--- config.mk ---
export PLATFORM = sky130hd
export DESIGN_NAME = monte_carlo_convergence_monitor_unit
export DESIGN_NICKNAME = d
export VERILOG_FILES = /design/src/sv/mccm_pkg.sv /design/src/sv/mccm_div.sv /design/src/sv/mccm_mul.sv /design/src/sv/mccm_ctrl.sv /design/src/sv/mccm_dp.sv /design/src/sv/monte_carlo_convergence_monitor_unit.sv
export VERILOG_INCLUDE_DIRS = /design/src /design/src/sv
export SDC_FILE = /design/constraint.sdc
export NUM_CORES = 2
export LEC_CHECK = 0
export CAP_MARGIN = 20
export CORE_MARGIN = 2
export CORE_UTILIZATION = 53
export DETAILED_ROUTE_END_ITERATION = 8
export DONT_BUFFER_PORTS = 1
export PLACE_DENSITY = 0.8
export SYNTH_ARGS = -nofsm -noshare
export SYNTH_HDL_FRONTEND = slang
export SYNTH_SLANG_ARGS = --single-unit
--- constraint.sdc ---
create_clock -name clk -period 6.1 [get_ports clk]
set_clock_uncertainty 0.1 [all_clocks]
set_input_delay 0.61 -clock clk [delete_from_list [all_inputs] [get_ports clk]]
set_output_delay 0.61 -clock clk [all_outputs]
set_load 0.005 [all_outputs]
--- src/sv/monte_carlo_convergence_monitor_unit_defines.svh ---
// assertion helpers for the convergence monitor
`ifndef MONTE_CARLO_CONVERGENCE_MONITOR_UNIT_DEFINES_SVH
`define MONTE_CARLO_CONVERGENCE_MONITOR_UNIT_DEFINES_SVH

// same-cycle implication
`define MCCM_ASSERT_IMP(name, ante, cons) \
    name: assert property (@(posedge clk) disable iff (!rst_n) (ante) |-> (cons)) \
        else $error("mccm assertion failed");

// next-cycle implication
`define MCCM_ASSERT_NEXT(name, ante, cons) \
    name: assert property (@(posedge clk) disable iff (!rst_n) (ante) |=> (cons)) \
        else $error("mccm assertion failed");

`endif

--- src/sv/mccm_pkg.sv ---
`default_nettype none
package mccm_pkg;

    localparam int SUM_W     = 40;
    localparam int SQ_W      = 56;
    localparam int ICNT_W    = 24;
    localparam int OUT_CNT_W = 24;
    localparam int WORK_W    = 64;
    localparam int PROD_W    = 96;
    localparam int INT_W     = 48;
    localparam int ERR_W     = 16;
    localparam int STAGE_W   = 4;

    // controller stages
    localparam logic [STAGE_W-1:0] ST_IDLE     = 4'd0;
    localparam logic [STAGE_W-1:0] ST_DIV_MEAN = 4'd1;
    localparam logic [STAGE_W-1:0] ST_DIV_MSQ  = 4'd2;
    localparam logic [STAGE_W-1:0] ST_MUL_SQ   = 4'd3;
    localparam logic [STAGE_W-1:0] ST_DIV_VAR  = 4'd4;
    localparam logic [STAGE_W-1:0] ST_SQRT     = 4'd5;
    localparam logic [STAGE_W-1:0] ST_MUL_ERR  = 4'd6;
    localparam logic [STAGE_W-1:0] ST_DIV_ERR  = 4'd7;
    localparam logic [STAGE_W-1:0] ST_MUL_INT  = 4'd8;
    localparam logic [STAGE_W-1:0] ST_REPORT   = 4'd9;

    // report status codes
    localparam logic [1:0] STAT_RUNNING   = 2'd0;
    localparam logic [1:0] STAT_CONVERGED = 2'd1;
    localparam logic [1:0] STAT_ZERO      = 2'd2;
    localparam logic [1:0] STAT_GAVE_UP   = 2'd3;

    // configuration register indexes
    localparam logic [1:0] REG_VOLUME    = 2'd0;
    localparam logic [1:0] REG_INTERVAL  = 2'd1;
    localparam logic [1:0] REG_MAX_EVALS = 2'd2;
    localparam logic [1:0] REG_MAX_ERR   = 2'd3;

    // 100 percent times 2^8 (Q8.8) times 2^4 (root is Q.12 against mean Q.16)
    localparam logic [WORK_W-1:0] ERR_FACTOR = 64'd409600;

    typedef struct packed {
        logic [STAGE_W-1:0] stage;
        logic               accept;
        logic               start;
        logic               capture;
        logic               report;
    } mccm_cmd_t;

    typedef struct packed {
        logic check_req;
        logic unit_done;
        logic out_busy;
    } mccm_stat_t;

endpackage
`default_nettype wire

--- src/sv/mccm_div.sv ---
`default_nettype none
module mccm_div
    import mccm_pkg::*;
(
    input  wire logic              clk,
    input  wire logic              rst_n,
    input  wire logic              start,
    input  wire logic [WORK_W-1:0] dividend,
    input  wire logic [WORK_W-1:0] divisor,
    output logic      [WORK_W-1:0] quotient,
    output logic                   done
);

    logic [WORK_W-1:0] quo_reg, quo_next;
    logic [WORK_W-1:0] rem_reg, rem_next;
    logic [WORK_W-1:0] dvs_reg;
    logic [5:0]        cnt_reg;
    logic              busy_reg;
    logic              done_reg;
    logic [WORK_W:0]   trial;
    logic [WORK_W:0]   diff;

    // restoring division, one quotient bit a cycle
    always_comb
    begin
        trial = {rem_reg, quo_reg[WORK_W-1]};
        diff  = trial - {1'b0, dvs_reg};
        if (!diff[WORK_W])
        begin
            rem_next = diff[WORK_W-1:0];
            quo_next = {quo_reg[WORK_W-2:0], 1'b1};
        end
        else
        begin
            rem_next = trial[WORK_W-1:0];
            quo_next = {quo_reg[WORK_W-2:0], 1'b0};
        end
    end

    always_ff @(posedge clk or negedge rst_n)
    begin
        if (!rst_n)
        begin
            busy_reg <= 1'b0;
            done_reg <= 1'b0;
            cnt_reg  <= '0;
        end
        else
        begin
            done_reg <= busy_reg && (cnt_reg == 6'd63);
            if (start)
            begin
                busy_reg <= 1'b1;
                cnt_reg  <= '0;
            end
            else if (busy_reg)
            begin
                cnt_reg <= cnt_reg + 6'd1;
                if (cnt_reg == 6'd63)
                    busy_reg <= 1'b0;
            end
        end
    end

    always_ff @(posedge clk)
    begin
        if (start)
        begin
            quo_reg <= dividend;
            rem_reg <= '0;
            dvs_reg <= divisor;
        end
        else if (busy_reg)
        begin
            quo_reg <= quo_next;
            rem_reg <= rem_next;
        end
    end

    assign quotient = quo_reg;
    assign done     = done_reg;

endmodule
`default_nettype wire

--- src/sv/mccm_mul.sv ---
`default_nettype none
module mccm_mul
    import mccm_pkg::*;
(
    input  wire logic              clk,
    input  wire logic              rst_n,
    input  wire logic              start,
    input  wire logic [WORK_W-1:0] mcand,
    input  wire logic [WORK_W-1:0] mplier,
    output logic      [PROD_W-1:0] product,
    output logic                   done
);

    logic [PROD_W-1:0] mcand_reg;
    logic [WORK_W-1:0] mplier_reg;
    logic [PROD_W-1:0] acc_reg;
    logic [5:0]        cnt_reg;
    logic              busy_reg;
    logic              done_reg;

    always_ff @(posedge clk or negedge rst_n)
    begin
        if (!rst_n)
        begin
            busy_reg <= 1'b0;
            done_reg <= 1'b0;
            cnt_reg  <= '0;
        end
        else
        begin
            done_reg <= busy_reg && (cnt_reg == 6'd63);
            if (start)
            begin
                busy_reg <= 1'b1;
                cnt_reg  <= '0;
            end
            else if (busy_reg)
            begin
                cnt_reg <= cnt_reg + 6'd1;
                if (cnt_reg == 6'd63)
                    busy_reg <= 1'b0;
            end
        end
    end

    // shift and add, one multiplier bit a cycle
    always_ff @(posedge clk)
    begin
        if (start)
        begin
            mcand_reg  <= PROD_W'(mcand);
            mplier_reg <= mplier;
            acc_reg    <= '0;
        end
        else if (busy_reg)
        begin
            if (mplier_reg[0])
                acc_reg <= acc_reg + mcand_reg;
            mcand_reg  <= {mcand_reg[PROD_W-2:0], 1'b0};
            mplier_reg <= {1'b0, mplier_reg[WORK_W-1:1]};
        end
    end

    assign product = acc_reg;
    assign done    = done_reg;

endmodule
`default_nettype wire

--- src/sv/mccm_ctrl.sv ---
`default_nettype none
module mccm_ctrl
    import mccm_pkg::*;
(
    input  wire logic       clk,
    input  wire logic       rst_n,
    input  wire logic       in_valid,
    output logic            in_stall,
    input  wire mccm_stat_t stat,
    output mccm_cmd_t       cmd
);

    logic [STAGE_W-1:0] state_reg, state_next;
    logic               go_reg, go_next;
    logic               report;

    always_comb
    begin
        state_next = state_reg;
        go_next    = 1'b0;
        report     = 1'b0;
        unique case (state_reg)
            ST_IDLE:
            begin
                if (stat.check_req)
                begin
                    state_next = ST_DIV_MEAN;
                    go_next    = 1'b1;
                end
            end
            ST_DIV_MEAN, ST_DIV_MSQ, ST_MUL_SQ, ST_DIV_VAR,
            ST_SQRT, ST_MUL_ERR, ST_DIV_ERR:
            begin
                if (stat.unit_done)
                begin
                    state_next = state_reg + STAGE_W'(1);
                    go_next    = 1'b1;
                end
            end
            ST_MUL_INT:
            begin
                if (stat.unit_done)
                    state_next = ST_REPORT;
            end
            ST_REPORT:
            begin
                // wait until the output register is free
                if (!stat.out_busy)
                begin
                    report     = 1'b1;
                    state_next = ST_IDLE;
                end
            end
            default:
            begin
                state_next = ST_IDLE;
            end
        endcase
    end

    always_ff @(posedge clk or negedge rst_n)
    begin
        if (!rst_n)
        begin
            state_reg <= ST_IDLE;
            go_reg    <= 1'b0;
        end
        else
        begin
            state_reg <= state_next;
            go_reg    <= go_next;
        end
    end

    assign in_stall    = (state_reg != ST_IDLE) || stat.check_req;
    assign cmd.stage   = state_reg;
    assign cmd.accept  = in_valid && !in_stall;
    assign cmd.start   = go_reg;
    assign cmd.capture = stat.unit_done;
    assign cmd.report  = report;

endmodule
`default_nettype wire

--- src/sv/mccm_dp.sv ---
`default_nettype none
module mccm_dp
    import mccm_pkg::*;
#(
    parameter int SAMPLE_WIDTH = 16,
    parameter int COUNT_WIDTH  = 24
)
(
    input  wire logic                           clk,
    input  wire logic                           rst_n,
    input  wire mccm_cmd_t                      cmd,
    output mccm_stat_t                          stat,
    input  wire logic signed [SAMPLE_WIDTH-1:0] sample_value,
    input  wire logic                           cfg_we,
    input  wire logic        [1:0]              cfg_index,
    input  wire logic        [31:0]             cfg_data,
    output logic                                out_valid,
    input  wire logic                           out_stall,
    output logic             [1:0]              status,
    output logic signed      [INT_W-1:0]        integral,
    output logic             [ERR_W-1:0]        error_pct,
    output logic             [OUT_CNT_W-1:0]    sample_count
);

    // configuration
    logic [31:0]        volume_reg;
    logic [ICNT_W-1:0]  interval_reg;
    logic [23:0]        max_evals_reg;
    logic [ERR_W-1:0]   max_err_reg;

    always_ff @(posedge clk or negedge rst_n)
    begin
        if (!rst_n)
        begin
            volume_reg    <= 32'd65536;
            interval_reg  <= 24'd1000;
            max_evals_reg <= 24'd1000000;
            max_err_reg   <= 16'd256;
        end
        else if (cfg_we)
        begin
            unique case (cfg_index)
                REG_VOLUME:    volume_reg    <= cfg_data;
                REG_INTERVAL:  interval_reg  <= cfg_data[23:0];
                REG_MAX_EVALS: max_evals_reg <= cfg_data[23:0];
                REG_MAX_ERR:   max_err_reg   <= cfg_data[15:0];
                default:       ;
            endcase
        end
    end

    // accumulators
    logic [COUNT_WIDTH-1:0]    count_reg, count_next;
    logic [SUM_W-1:0]          vsum_reg, vsum_next;
    logic [SQ_W-1:0]           ssum_reg, ssum_next;
    logic [ICNT_W-1:0]         icnt_reg, icnt_next;
    logic                      check_reg;
    logic signed [SUM_W-1:0]   s_ext;
    logic [SAMPLE_WIDTH:0]     s_neg;
    logic [SAMPLE_WIDTH-1:0]   smag;
    logic [2*SAMPLE_WIDTH-1:0] sq;
    logic [ICNT_W-1:0]         interval;
    logic                      sat_next;
    logic                      out_valid_reg;
    logic [1:0]                status_now;

    assign s_ext      = SUM_W'(sample_value);
    assign s_neg      = -{sample_value[SAMPLE_WIDTH-1], sample_value};
    assign smag       = sample_value[SAMPLE_WIDTH-1] ? s_neg[SAMPLE_WIDTH-1:0] : sample_value;
    assign sq         = smag * smag;
    assign vsum_next  = vsum_reg + s_ext;
    assign ssum_next  = ssum_reg + SQ_W'(sq);
    assign count_next = count_reg + COUNT_WIDTH'(1);
    assign icnt_next  = icnt_reg + ICNT_W'(1);
    assign interval   = (interval_reg == '0) ? ICNT_W'(1) : interval_reg;
    assign sat_next   = (count_next == '1);

    always_ff @(posedge clk or negedge rst_n)
    begin
        if (!rst_n)
        begin
            count_reg <= '0;
            vsum_reg  <= '0;
            ssum_reg  <= '0;
            icnt_reg  <= '0;
            check_reg <= 1'b0;
        end
        else if (cmd.accept)
        begin
            count_reg <= count_next;
            vsum_reg  <= vsum_next;
            ssum_reg  <= ssum_next;
            icnt_reg  <= icnt_next;
            check_reg <= sat_next || !(icnt_next < interval);
        end
        else if (cmd.report)
        begin
            check_reg <= 1'b0;
            icnt_reg  <= '0;
            if (status_now != STAT_RUNNING)
            begin
                count_reg <= '0;
                vsum_reg  <= '0;
                ssum_reg  <= '0;
            end
        end
    end

    // check arithmetic
    logic              neg;
    logic [SUM_W-1:0]  smag_sum;
    logic [WORK_W-1:0] n;
    logic [WORK_W-1:0] mean_reg;
    logic [WORK_W-1:0] work_reg;
    logic [31:0]       root_reg;
    logic [ERR_W-1:0]  err_reg;
    logic [INT_W-1:0]  int_reg;
    logic [WORK_W-1:0] div_a, div_b, div_q;
    logic [WORK_W-1:0] mul_a, mul_b;
    logic [PROD_W-1:0] mul_p;
    logic              div_start, mul_start, sqrt_start;
    logic              div_done, mul_done, sqrt_done;
    logic [WORK_W-1:0] m2;
    logic [INT_W-1:0]  imag;
    logic [INT_W-1:0]  int_val;

    assign neg      = vsum_reg[SUM_W-1];
    assign smag_sum = neg ? (SUM_W'(0) - vsum_reg) : vsum_reg;
    assign n        = (count_reg == '0) ? WORK_W'(1) : WORK_W'(count_reg);

    assign div_start = cmd.start && ((cmd.stage == ST_DIV_MEAN) || (cmd.stage == ST_DIV_MSQ)
                       || (cmd.stage == ST_DIV_VAR) || (cmd.stage == ST_DIV_ERR));
    assign mul_start = cmd.start && ((cmd.stage == ST_MUL_SQ) || (cmd.stage == ST_MUL_ERR)
                       || (cmd.stage == ST_MUL_INT));
    assign sqrt_start = cmd.start && (cmd.stage == ST_SQRT);

    always_comb
    begin
        div_a = work_reg;
        div_b = n;
        mul_a = mean_reg;
        mul_b = mean_reg;
        unique case (cmd.stage)
            ST_DIV_MEAN: div_a = WORK_W'({smag_sum, 16'd0});
            ST_DIV_MSQ:  div_a = {ssum_reg, 8'd0};
            ST_DIV_VAR:  div_a = {work_reg[WORK_W-17:0], 16'd0};
            ST_DIV_ERR:  div_b = mean_reg;
            ST_MUL_ERR:
            begin
                mul_a = WORK_W'(root_reg);
                mul_b = ERR_FACTOR;
            end
            ST_MUL_INT:  mul_b = WORK_W'(volume_reg);
            default:     ;
        endcase
    end

    mccm_div u_div (
        .clk      (clk),
        .rst_n    (rst_n),
        .start    (div_start),
        .dividend (div_a),
        .divisor  (div_b),
        .quotient (div_q),
        .done     (div_done)
    );

    mccm_mul u_mul (
        .clk     (clk),
        .rst_n   (rst_n),
        .start   (mul_start),
        .mcand   (mul_a),
        .mplier  (mul_b),
        .product (mul_p),
        .done    (mul_done)
    );

    // integer square root, two radicand bits a cycle
    logic [WORK_W-1:0] sq_v_reg, sq_res_reg, sq_bit_reg;
    logic [WORK_W-1:0] sq_trial;
    logic [4:0]        sq_cnt_reg;
    logic              sq_busy_reg, sq_done_reg;

    assign sq_trial = sq_res_reg + sq_bit_reg;

    always_ff @(posedge clk or negedge rst_n)
    begin
        if (!rst_n)
        begin
            sq_busy_reg <= 1'b0;
            sq_done_reg <= 1'b0;
            sq_cnt_reg  <= '0;
        end
        else
        begin
            sq_done_reg <= sq_busy_reg && (sq_cnt_reg == 5'd31);
            if (sqrt_start)
            begin
                sq_busy_reg <= 1'b1;
                sq_cnt_reg  <= '0;
            end
            else if (sq_busy_reg)
            begin
                sq_cnt_reg <= sq_cnt_reg + 5'd1;
                if (sq_cnt_reg == 5'd31)
                    sq_busy_reg <= 1'b0;
            end
        end
    end

    always_ff @(posedge clk)
    begin
        if (sqrt_start)
        begin
            sq_v_reg   <= work_reg;
            sq_res_reg <= '0;
            sq_bit_reg <= WORK_W'(1) << (WORK_W - 2);
        end
        else if (sq_busy_reg)
        begin
            if (sq_v_reg >= sq_trial)
            begin
                sq_v_reg   <= sq_v_reg - sq_trial;
                sq_res_reg <= (sq_res_reg >> 1) + sq_bit_reg;
            end
            else
                sq_res_reg <= sq_res_reg >> 1;
            sq_bit_reg <= sq_bit_reg >> 2;
        end
    end

    assign sqrt_done = sq_done_reg;

    assign m2 = WORK_W'(mul_p[WORK_W-1:24]);

    // product wider than 64 bits saturates like the overflow guard
    always_comb
    begin
        if (mul_p[PROD_W-1:WORK_W] != '0)
            imag = '1;
        else
            imag = mul_p[WORK_W-1:16];
        if (neg)
        begin
            if (imag > {1'b1, {(INT_W-1){1'b0}}})
                int_val = {1'b1, {(INT_W-1){1'b0}}};
            else
                int_val = INT_W'(0) - imag;
        end
        else
        begin
            if (imag[INT_W-1])
                int_val = {1'b0, {(INT_W-1){1'b1}}};
            else
                int_val = imag;
        end
    end

    always_ff @(posedge clk)
    begin
        if (cmd.capture)
        begin
            unique case (cmd.stage)
                ST_DIV_MEAN: mean_reg <= div_q;
                ST_DIV_MSQ:  work_reg <= div_q;
                ST_MUL_SQ:   work_reg <= (work_reg > m2) ? (work_reg - m2) : '0;
                ST_DIV_VAR:  work_reg <= div_q;
                ST_SQRT:     root_reg <= sq_res_reg[31:0];
                ST_MUL_ERR:  work_reg <= mul_p[WORK_W-1:0];
                ST_DIV_ERR:
                begin
                    if (mean_reg == '0)
                        err_reg <= '0;
                    else if (div_q[WORK_W-1:ERR_W] != '0)
                        err_reg <= '1;
                    else
                        err_reg <= div_q[ERR_W-1:0];
                end
                ST_MUL_INT:  int_reg <= int_val;
                default:     ;
            endcase
        end
    end

    // report decision, zero first, then gave up, then converged
    always_comb
    begin
        priority if (int_reg == '0)
            status_now = STAT_ZERO;
        else if ((24'(count_reg) > max_evals_reg) || (count_reg == '1))
            status_now = STAT_GAVE_UP;
        else if (err_reg < max_err_reg)
            status_now = STAT_CONVERGED;
        else
            status_now = STAT_RUNNING;
    end

    always_ff @(posedge clk or negedge rst_n)
    begin
        if (!rst_n)
            out_valid_reg <= 1'b0;
        else if (cmd.report)
            out_valid_reg <= 1'b1;
        else if (!out_stall)
            out_valid_reg <= 1'b0;
    end

    always_ff @(posedge clk)
    begin
        if (cmd.report)
        begin
            status       <= status_now;
            integral     <= int_reg;
            error_pct    <= err_reg;
            sample_count <= OUT_CNT_W'(count_reg);
        end
    end

    assign out_valid      = out_valid_reg;
    assign stat.check_req = check_reg;
    assign stat.unit_done = div_done || mul_done || sqrt_done;
    assign stat.out_busy  = out_valid_reg && out_stall;

endmodule
`default_nettype wire

--- src/sv/monte_carlo_convergence_monitor_unit.sv ---
`default_nettype none
// channel   signals                                         direction
// input     in_valid, in_stall, sample_value                samples in
// output    out_valid, out_stall, status, integral,         reports out
//           error_pct, sample_count
// config    cfg_we, cfg_index, cfg_data                     register writes
//
// samples that do not reach a check point are taken back to back
// a check runs a bit-serial divider four times, a shift-add multiplier three times
// and a bit-serial square root, and no sample is taken while the check runs
// reset clears the sums and counters and loads the register defaults
// a report waits in the output register while out_stall is high; sampling goes on,
// and the next check runs but holds its report until the output register is free
`include "monte_carlo_convergence_monitor_unit_defines.svh"
module monte_carlo_convergence_monitor_unit
    import mccm_pkg::*;
#(
    parameter int SAMPLE_WIDTH = 16,
    parameter int COUNT_WIDTH  = 24
)
(
    input  wire logic                           clk,
    input  wire logic                           rst_n,
    input  wire logic                           in_valid,
    output logic                                in_stall,
    input  wire logic signed [SAMPLE_WIDTH-1:0] sample_value,
    output logic                                out_valid,
    input  wire logic                           out_stall,
    output logic             [1:0]              status,
    output logic signed      [INT_W-1:0]        integral,
    output logic             [ERR_W-1:0]        error_pct,
    output logic             [OUT_CNT_W-1:0]    sample_count,
    input  wire logic                           cfg_we,
    input  wire logic        [1:0]              cfg_index,
    input  wire logic        [31:0]             cfg_data
);

    mccm_cmd_t  cmd;
    mccm_stat_t stat;

    mccm_ctrl u_ctrl (
        .clk      (clk),
        .rst_n    (rst_n),
        .in_valid (in_valid),
        .in_stall (in_stall),
        .stat     (stat),
        .cmd      (cmd)
    );

    mccm_dp #(
        .SAMPLE_WIDTH (SAMPLE_WIDTH),
        .COUNT_WIDTH  (COUNT_WIDTH)
    ) u_dp (
        .clk          (clk),
        .rst_n        (rst_n),
        .cmd          (cmd),
        .stat         (stat),
        .sample_value (sample_value),
        .cfg_we       (cfg_we),
        .cfg_index    (cfg_index),
        .cfg_data     (cfg_data),
        .out_valid    (out_valid),
        .out_stall    (out_stall),
        .status       (status),
        .integral     (integral),
        .error_pct    (error_pct),
        .sample_count (sample_count)
    );

    `MCCM_ASSERT_IMP(a_report_free, cmd.report, !(out_valid && out_stall))
    `MCCM_ASSERT_NEXT(a_report_shown, cmd.report, out_valid)
    `MCCM_ASSERT_IMP(a_done_in_stage, stat.unit_done,
                     (cmd.stage != ST_IDLE) && (cmd.stage != ST_REPORT))

endmodule
`default_nettype wire

Yosys cells after proc, flatten, opt, wreduce, memory -nomap -nowiden

Cells that the tools add are included.

ROM bits: 0
Memories kept: 0
RAM bits: 0
Bits in latches: 0
Register bits after elaboration: 1,192
Input bits: 55
Logic and storage cells: 208
Output and inout bits: 92

Multiply operators: 1
$lt $le $gt $ge: 6
Eq/ne operators: 22
Shift operators: 0
Muxes and demuxes: 70
Add/sub/neg operators: 17
Bitwise logic cells: 0
Reduce and logical (&&, ||, !) cells: 52
Div/mod/pow operators: 0

Operator list:

| operator                                              | number |
|---|---|
| 2-to-1 mux 64 bit                                     | 14 |
| case mux 64 bit (3 select lines)                      | 2 |
| 2-to-1 mux 24 bit                                     | 7 |
| 2-to-1 mux 56 bit                                     | 3 |
| 2-to-1 mux 40 bit                                     | 4 |
| 2-to-1 mux 48 bit                                     | 3 |
| case mux 64 bit (2 select lines)                      | 1 |
| adder 96 bit                                          | 1 |
| subtractor 65 x 64 -> 65 bit                          | 1 |
| adder 63 x 63 -> 64 bit                               | 1 |
| adder 64 x 63 -> 64 bit                               | 1 |
| >= comparator 64 bit                                  | 1 |
| greater-than comparator 64 x 40 -> 1 bit              | 1 |
| logical NOT 64 bit                                    | 1 |
| subtractor 64 x 40 -> 64 bit                          | 1 |
| subtractor 64 bit                                     | 1 |
| adder 56 x 32 -> 56 bit                               | 1 |
| adder 24 x 1 -> 24 bit, second input constant         | 2 |
| equality test 24 bit, second input constant           | 2 |
| greater-than comparator 48 bit, second input constant | 1 |
| logical NOT 24 bit                                    | 2 |
| logical NOT 48 bit                                    | 1 |
| nonzero test 48 bit                                   | 1 |
| subtractor 1 x 48 -> 48 bit, first input constant     | 1 |
| 42 further kinds                                      | 114 |

Depth between registers and ports, before layout

Depth in word-level cells: 8
Depth in mapped cells: 35
Mapped depth without buffers: 33

Modules after synthesis

Synthesis repeated with hierarchy kept, for this count alone.

Cell total of the unflattened synthesis: 9,429
Area, all modules: 85,408.2 µm²

Modules (own cells, without submodules):

| module    | times used | cells an instance | area an instance (µm²) | sequential area each (µm²) |
|---|---|---|---|---|
| mccm_dp   | 1          | 6,383             | 56,763.2               | 19,522.5 |
| mccm_mul  | 1          | 1,750             | 16,258.1               | 6,606.3 |
| mccm_div  | 1          | 1,245             | 11,901.4               | 5,325.1 |
| mccm_ctrl | 1          | 51                | 485.5                  | 125.1 |

Least setup slack after synthesis

Ideal clock, no wire load.

Path kind: input port to flip-flop
Start: input port sample_value[6]
End: register u_dp.ssum_reg[55]
Required time: 5.871 ns
Library setup time: 0.129 ns
Path buffers: 2
Data arrival time: 8.382 ns
Path slack: -2.511 ns
Stages on the path: 28
Cells stage by stage: or4_1 > or4_1 > or3_1 > or4b_1 > clkbuf_1 > nor2_1 > inv_1 > fa_1 > inv_1 > fa_1 > fa_1 > fa_1 > fa_1 > inv_1 > fa_1 > inv_1 > ha_1 > and3_1 > o211ai_1 > a211o_1 > a31oi_1 > o211ai_1 > a21oi_1 > o31a_1 > clkbuf_1 > a41oi_1 > o21ai_0 > o21ai_0

Longest elaborated chain between the ends: 5

Ends and longest elaborated chain:

| element                          | line                                       | source |
|---|---|---|
| from (decl)                      | monte_carlo_convergence_monitor_unit.sv:26 | `input wire logic signed [SAMPLE_WIDTH-1:0] sample_value,` |
| negator 16 bit                   | mccm_dp.sv:68                              | `assign s_neg = -{sample_value[SAMPLE_WIDTH-1], sample_value};` |
| 2-to-1 mux 16 bit (*)            | mccm_dp.sv:69                              | `assign smag = sample_value[SAMPLE_WIDTH-1] ? s_neg[SAMPLE_WIDTH-1:0] : sample_value;` |
| multiplier 16 x 16 -> 32 bit (*) | mccm_dp.sv:70                              | `assign sq = smag * smag;` |
| adder 56 x 32 -> 56 bit (*)      | mccm_dp.sv:72                              | `assign ssum_next = ssum_reg + SQ_W'(sq);` |
| 2-to-1 mux 56 bit (*)            | mccm_dp.sv:88                              | `else if (cmd.accept)` |
| to (signal assigned)             | mccm_dp.sv:92                              | `ssum_reg <= ssum_next;` |
| to (decl)                        | mccm_dp.sv:55                              | `logic [SQ_W-1:0] ssum_reg, ssum_next;` |

Mark *: on every way between the ends. The rest lies on a longest branch, timed or not.
A chain may end at the register's enable or synchronous reset.

Worst setup path in the final report

Start: input port sample_value[4]
End: register u_dp.ssum_reg[53]

Same word-level chain as after synthesis.

==> impl_metrics.py <==
metrics = {
    "layout": {
        "final_core_util": 0.5983,
        "design_area_sq_um": 93560,
        "drive_gt1_frac": 0.1047,
        "synthToLayoutAreaGrowth_pct": 12.10,
        "fillCellCount": 13070,
        "fin_nets": 10270,
    },
    "power_and_ir_drop": {
        "peakVddDrop_uv": 1942,
        "power_density_nw_per_um2": 590.0,
        "leakagePower_nw": 38.80,
    },
    "worst_hold_path": {
        "min_path_type": "primary input to asynchronous set/reset pin",
    },
    "drt": {
        "drcViolationCount": 8,
        "routed_wl_um": 280300,
        "ant_nets": 0,
        "wl_per_cell_um": 24.05,
        "vias": 75030,
        "via_per_inst": 6.438,
        "drt-initial-drc-count": 9617,
        "drt_first_pass_iters": 9,
    },
    "die": {
        "initial_core_util": 0.5337,
        "io_pins": 147,
        "die_height_um": 400.8,
        "die_x_um": 400.8,
        "fp-row-count": 145,
        "coreArea_sq_um": 156400,
        "design.die.area_sq_um": 160700,
    },
    "grt": {
        "grt_pass1_vias": 71430,
        "use_met3": 0.07613,
        "overflow": 0,
        "antenna_found_initial": 20,
        "grt_busiest_layer": "met2",
        "grt_use_met2": 0.5169,
        "globalRouteMet1Util": 0.4469,
        "grt.total_usage": 0.3388,
        "grt_pass1_wl_um": 424700,
        "grt_max_degree": 271,
    },
    "timing": {
        "hold_ws_ps": -583.7,
        "min_period_ps": 7716,
        "drv_slew": 0,
        "finalSetupViolations": 42,
        "finalHoldViolations": 265,
        "fmax_ghz": 0.1296,
        "slew_headroom": 0.1798,
        "finalCritPeriodShare": 1.265,
        "worstMarginPinSlew_ps": 1230,
        "setup_slack_ps": -1616,
        "rsz0062_at_grt": "yes",
    },
    "logic_synthesis": {
        "synth_edf_count": 634,
        "ys.flop_type": "edfxtp_1",
        "synth_cell_types": 102,
        "yosysWarningCount": 0,
        "syn_inst": 9411,
        "ys_seq_elements": 1192,
        "avgSynthCellArea_sq_um": 8.868,
        "seq_area_frac_synth": 0.3784,
        "synth_area_sq_um": 83460,
        "async_flop_share": 0.2265,
    },
    "clocking": {
        "cts-root-buf": "clkbuf_16",
        "cts_made_buffers": 135,
        "clk-insertion-delay-late_ps": 820,
        "clkTransAtPathRegs_ps": 60,
        "hold_buffers": 35,
        "cts_tree": "yes",
        "cts_sinks": 1192,
        "cts.path.max_buffers": 3,
        "cts_max_level": 4,
    },
    "run_status": {
        "violations": "DRC, hold timing, setup timing",
        "status": "finished with violations",
    },
    "critical_path": {
        "slowest_delay_ps": 540,
        "cpMaxStageDelayCell": "fa_2",
        "crit_top_cell": "fa_1",
        "cp_max_fo": 5,
        "crit_arrival_ps": 8260,
        "r2r_end": "u_dp.sq_v_reg[63]$_DFFE_PP_",
        "crit_type": "primary input to flop",
        "worstPathRequired_ps": 6640,
        "crit_path_end_kind": "flop",
        "r2r_setup_slack_ps": 250,
        "rr_worst_depth": 23,
        "reg2reg_from": "u_dp.sq_res_reg[32]$_SDFFE_PP0P_",
        "worst_setup_path_start_kind": "primary input",
    },
    "placement": {
        "placed_area_sq_um": 87350,
        "portBuffers": 0,
        "dp_hpwl_um": 207400,
        "place.gp.congestion": 1.014,
    },
    "job": {
        "cap_violations": 0,
    },
}
## worst max-delay path by stage
| stage | slack (ps) | to | start | cells past startpoint |
|---|---|---|---|---|
| 6_report | -1620 | u_dp.ssum_reg[53]$_DFFE_PN0P_ | sample_value[4] | 29 |
| 5_1_grt | -1840 | u_dp.ssum_reg[53]$_DFFE_PN0P_ | sample_value[4] | 29 |
| 4_1_cts | -1460 | u_dp.ssum_reg[53]$_DFFE_PN0P_ | sample_value[4] | 27 |
| 3_5_place_dp | -2650 | u_dp.ssum_reg[51]$_DFFE_PN0P_ | sample_value[4] | 28 |
| 3_3_place_gp | -2590 | u_dp.ssum_reg[51]$_DFFE_PN0P_ | sample_value[4] | 29 |
| 2_1_floorplan | -1940 | u_dp.ssum_reg[55]$_DFFE_PN0P_ | sample_value[4] | 29 |
## layout make-up
class / instances / area (sq um) / area share
Multi-Input combinational cell: 7047 / 48640 / 0.5199
Tap cell: 2058 / 2575 / 0.02752
Antenna cell: 19 / 47.55 / 0.0005082
Sequential cell: 1192 / 31590 / 0.3377
Clock inverter: 60 / 775.7 / 0.008291
Timing Repair Buffer: 416 / 3573 / 0.03819
Clock buffer: 189 / 3806 / 0.04068
Inverter: 674 / 2550 / 0.02725
## kinds of logic after synthesis
group / share of synthesized area
AOI/OAI and AO/OA: 0.1923
DFF: 0.3784
adders and majority gates: 0.1306
muxes: 0.02562
other: 0.00008998
buffers and inverters: 0.05367
and+or+nand+nor: 0.1670
xor gates and xnor gates: 0.05236
## synth_stat cells (100+ instances only)
library cell     n  area share
nand4_1        162       0.012
and3_1         115      0.0086
clkbuf_1       462       0.021
ha_1           551       0.083
xor2_1         218       0.023
dfrtp_1        255       0.076
a31oi_1        210       0.016
nor3_1         126      0.0076
dfxtp_1        288       0.069
mux2i_1        100       0.012
mux2_2         101       0.014
inv_1          662       0.030
o21ai_0        647       0.039
a211oi_1       103      0.0093
a21oi_1        686       0.041
xnor2_1        281       0.029
nand3_1        262       0.016
edfxtp_1       634        0.23
a21o_1         241       0.022
nand2_1       1170       0.053
fa_1           200       0.048
nor2_1         762       0.034
## layout by cell type (no fill, tap or decap), types with 139 or more instances in the layout
| cell | netlist | final |
|---|---|---|
| a21o_1 | 241 | 241 |
| a21oi_1 | 686 | 669 |
| a31oi_1 | 210 | 207 |
| buf_4 | 0 | 337 |
| clkbuf_16 | 0 | 139 |
| dfrtp_1 | 255 | 251 |
| dfxtp_1 | 288 | 288 |
| edfxtp_1 | 634 | 634 |
| fa_1 | 200 | 180 |
| ha_1 | 551 | 530 |
| inv_1 | 662 | 624 |
| nand2_1 | 1170 | 1148 |
| nand3_1 | 262 | 257 |
| nand4_1 | 162 | 162 |
| nor2_1 | 762 | 737 |
| o21ai_0 | 647 | 603 |
| xnor2_1 | 281 | 268 |
| xor2_1 | 218 | 215 |
## critical path, delay by kind of cell
family	cells	cell delay, ps
compound gates	10	2020
xor+xnor	1	270
fa+ha+maj	7	3080
buf+inv	7	800
simple gates	4	1460
## repair_timing
action	4_1_cts	5_1_grt
pin swaps	75	94
resized for setup	119	121
setup buffers	18	22
endpoints found under the setup margin	70	185
hold endpoints to repair	370	270
gates cloned	0	2
## per-stage QoR
| step | power [W] | setup slack [ps] | std cells | hold WS, ps | TNS, ps |
|---|---|---|---|---|---|
| after floorplan | 0.03116 | -1941 | 9420 | 214.4 | -71500 |
| after global placement | 0.03997 | -2586 | 11310 | 222.5 | -96960 |
| after detailed placement | 0.04079 | -2649 | 11310 | 221.1 | -102080 |
| after CTS | 0.05215 | -1460 | 11610 | -641.2 | -47560 |
| after global routing | 0.05903 | -1836 | 11650 | -612.6 | -63290 |
| final | 0.05520 | -1616 | 11660 | -583.7 | -53320 |
## power by group
part / switching (W) / internal (W) / total [W] / leakage [nW]
combinational: 0.0192 / 0.0163 / 0.0355 / 25.3
clock: 0.00362 / 0.00489 / 0.00851 / 2.23
sequential: 0.00139 / 0.00984 / 0.0112 / 11.3
total: 0.0242 / 0.0310 / 0.0552 / 38.8
## metal layers
| layer | wire length (um) | vias to the layer above |
|---|---|---|
| li1 | - | 33920 |
| met1 | 110100 | 36240 |
| met2 | 122900 | 4010 |
| met3 | 29590 | 849 |
| met4 | 17710 | 6 |
| met5 | 87 | - |
No activity file was read; power rests on OpenSTA's default activity.
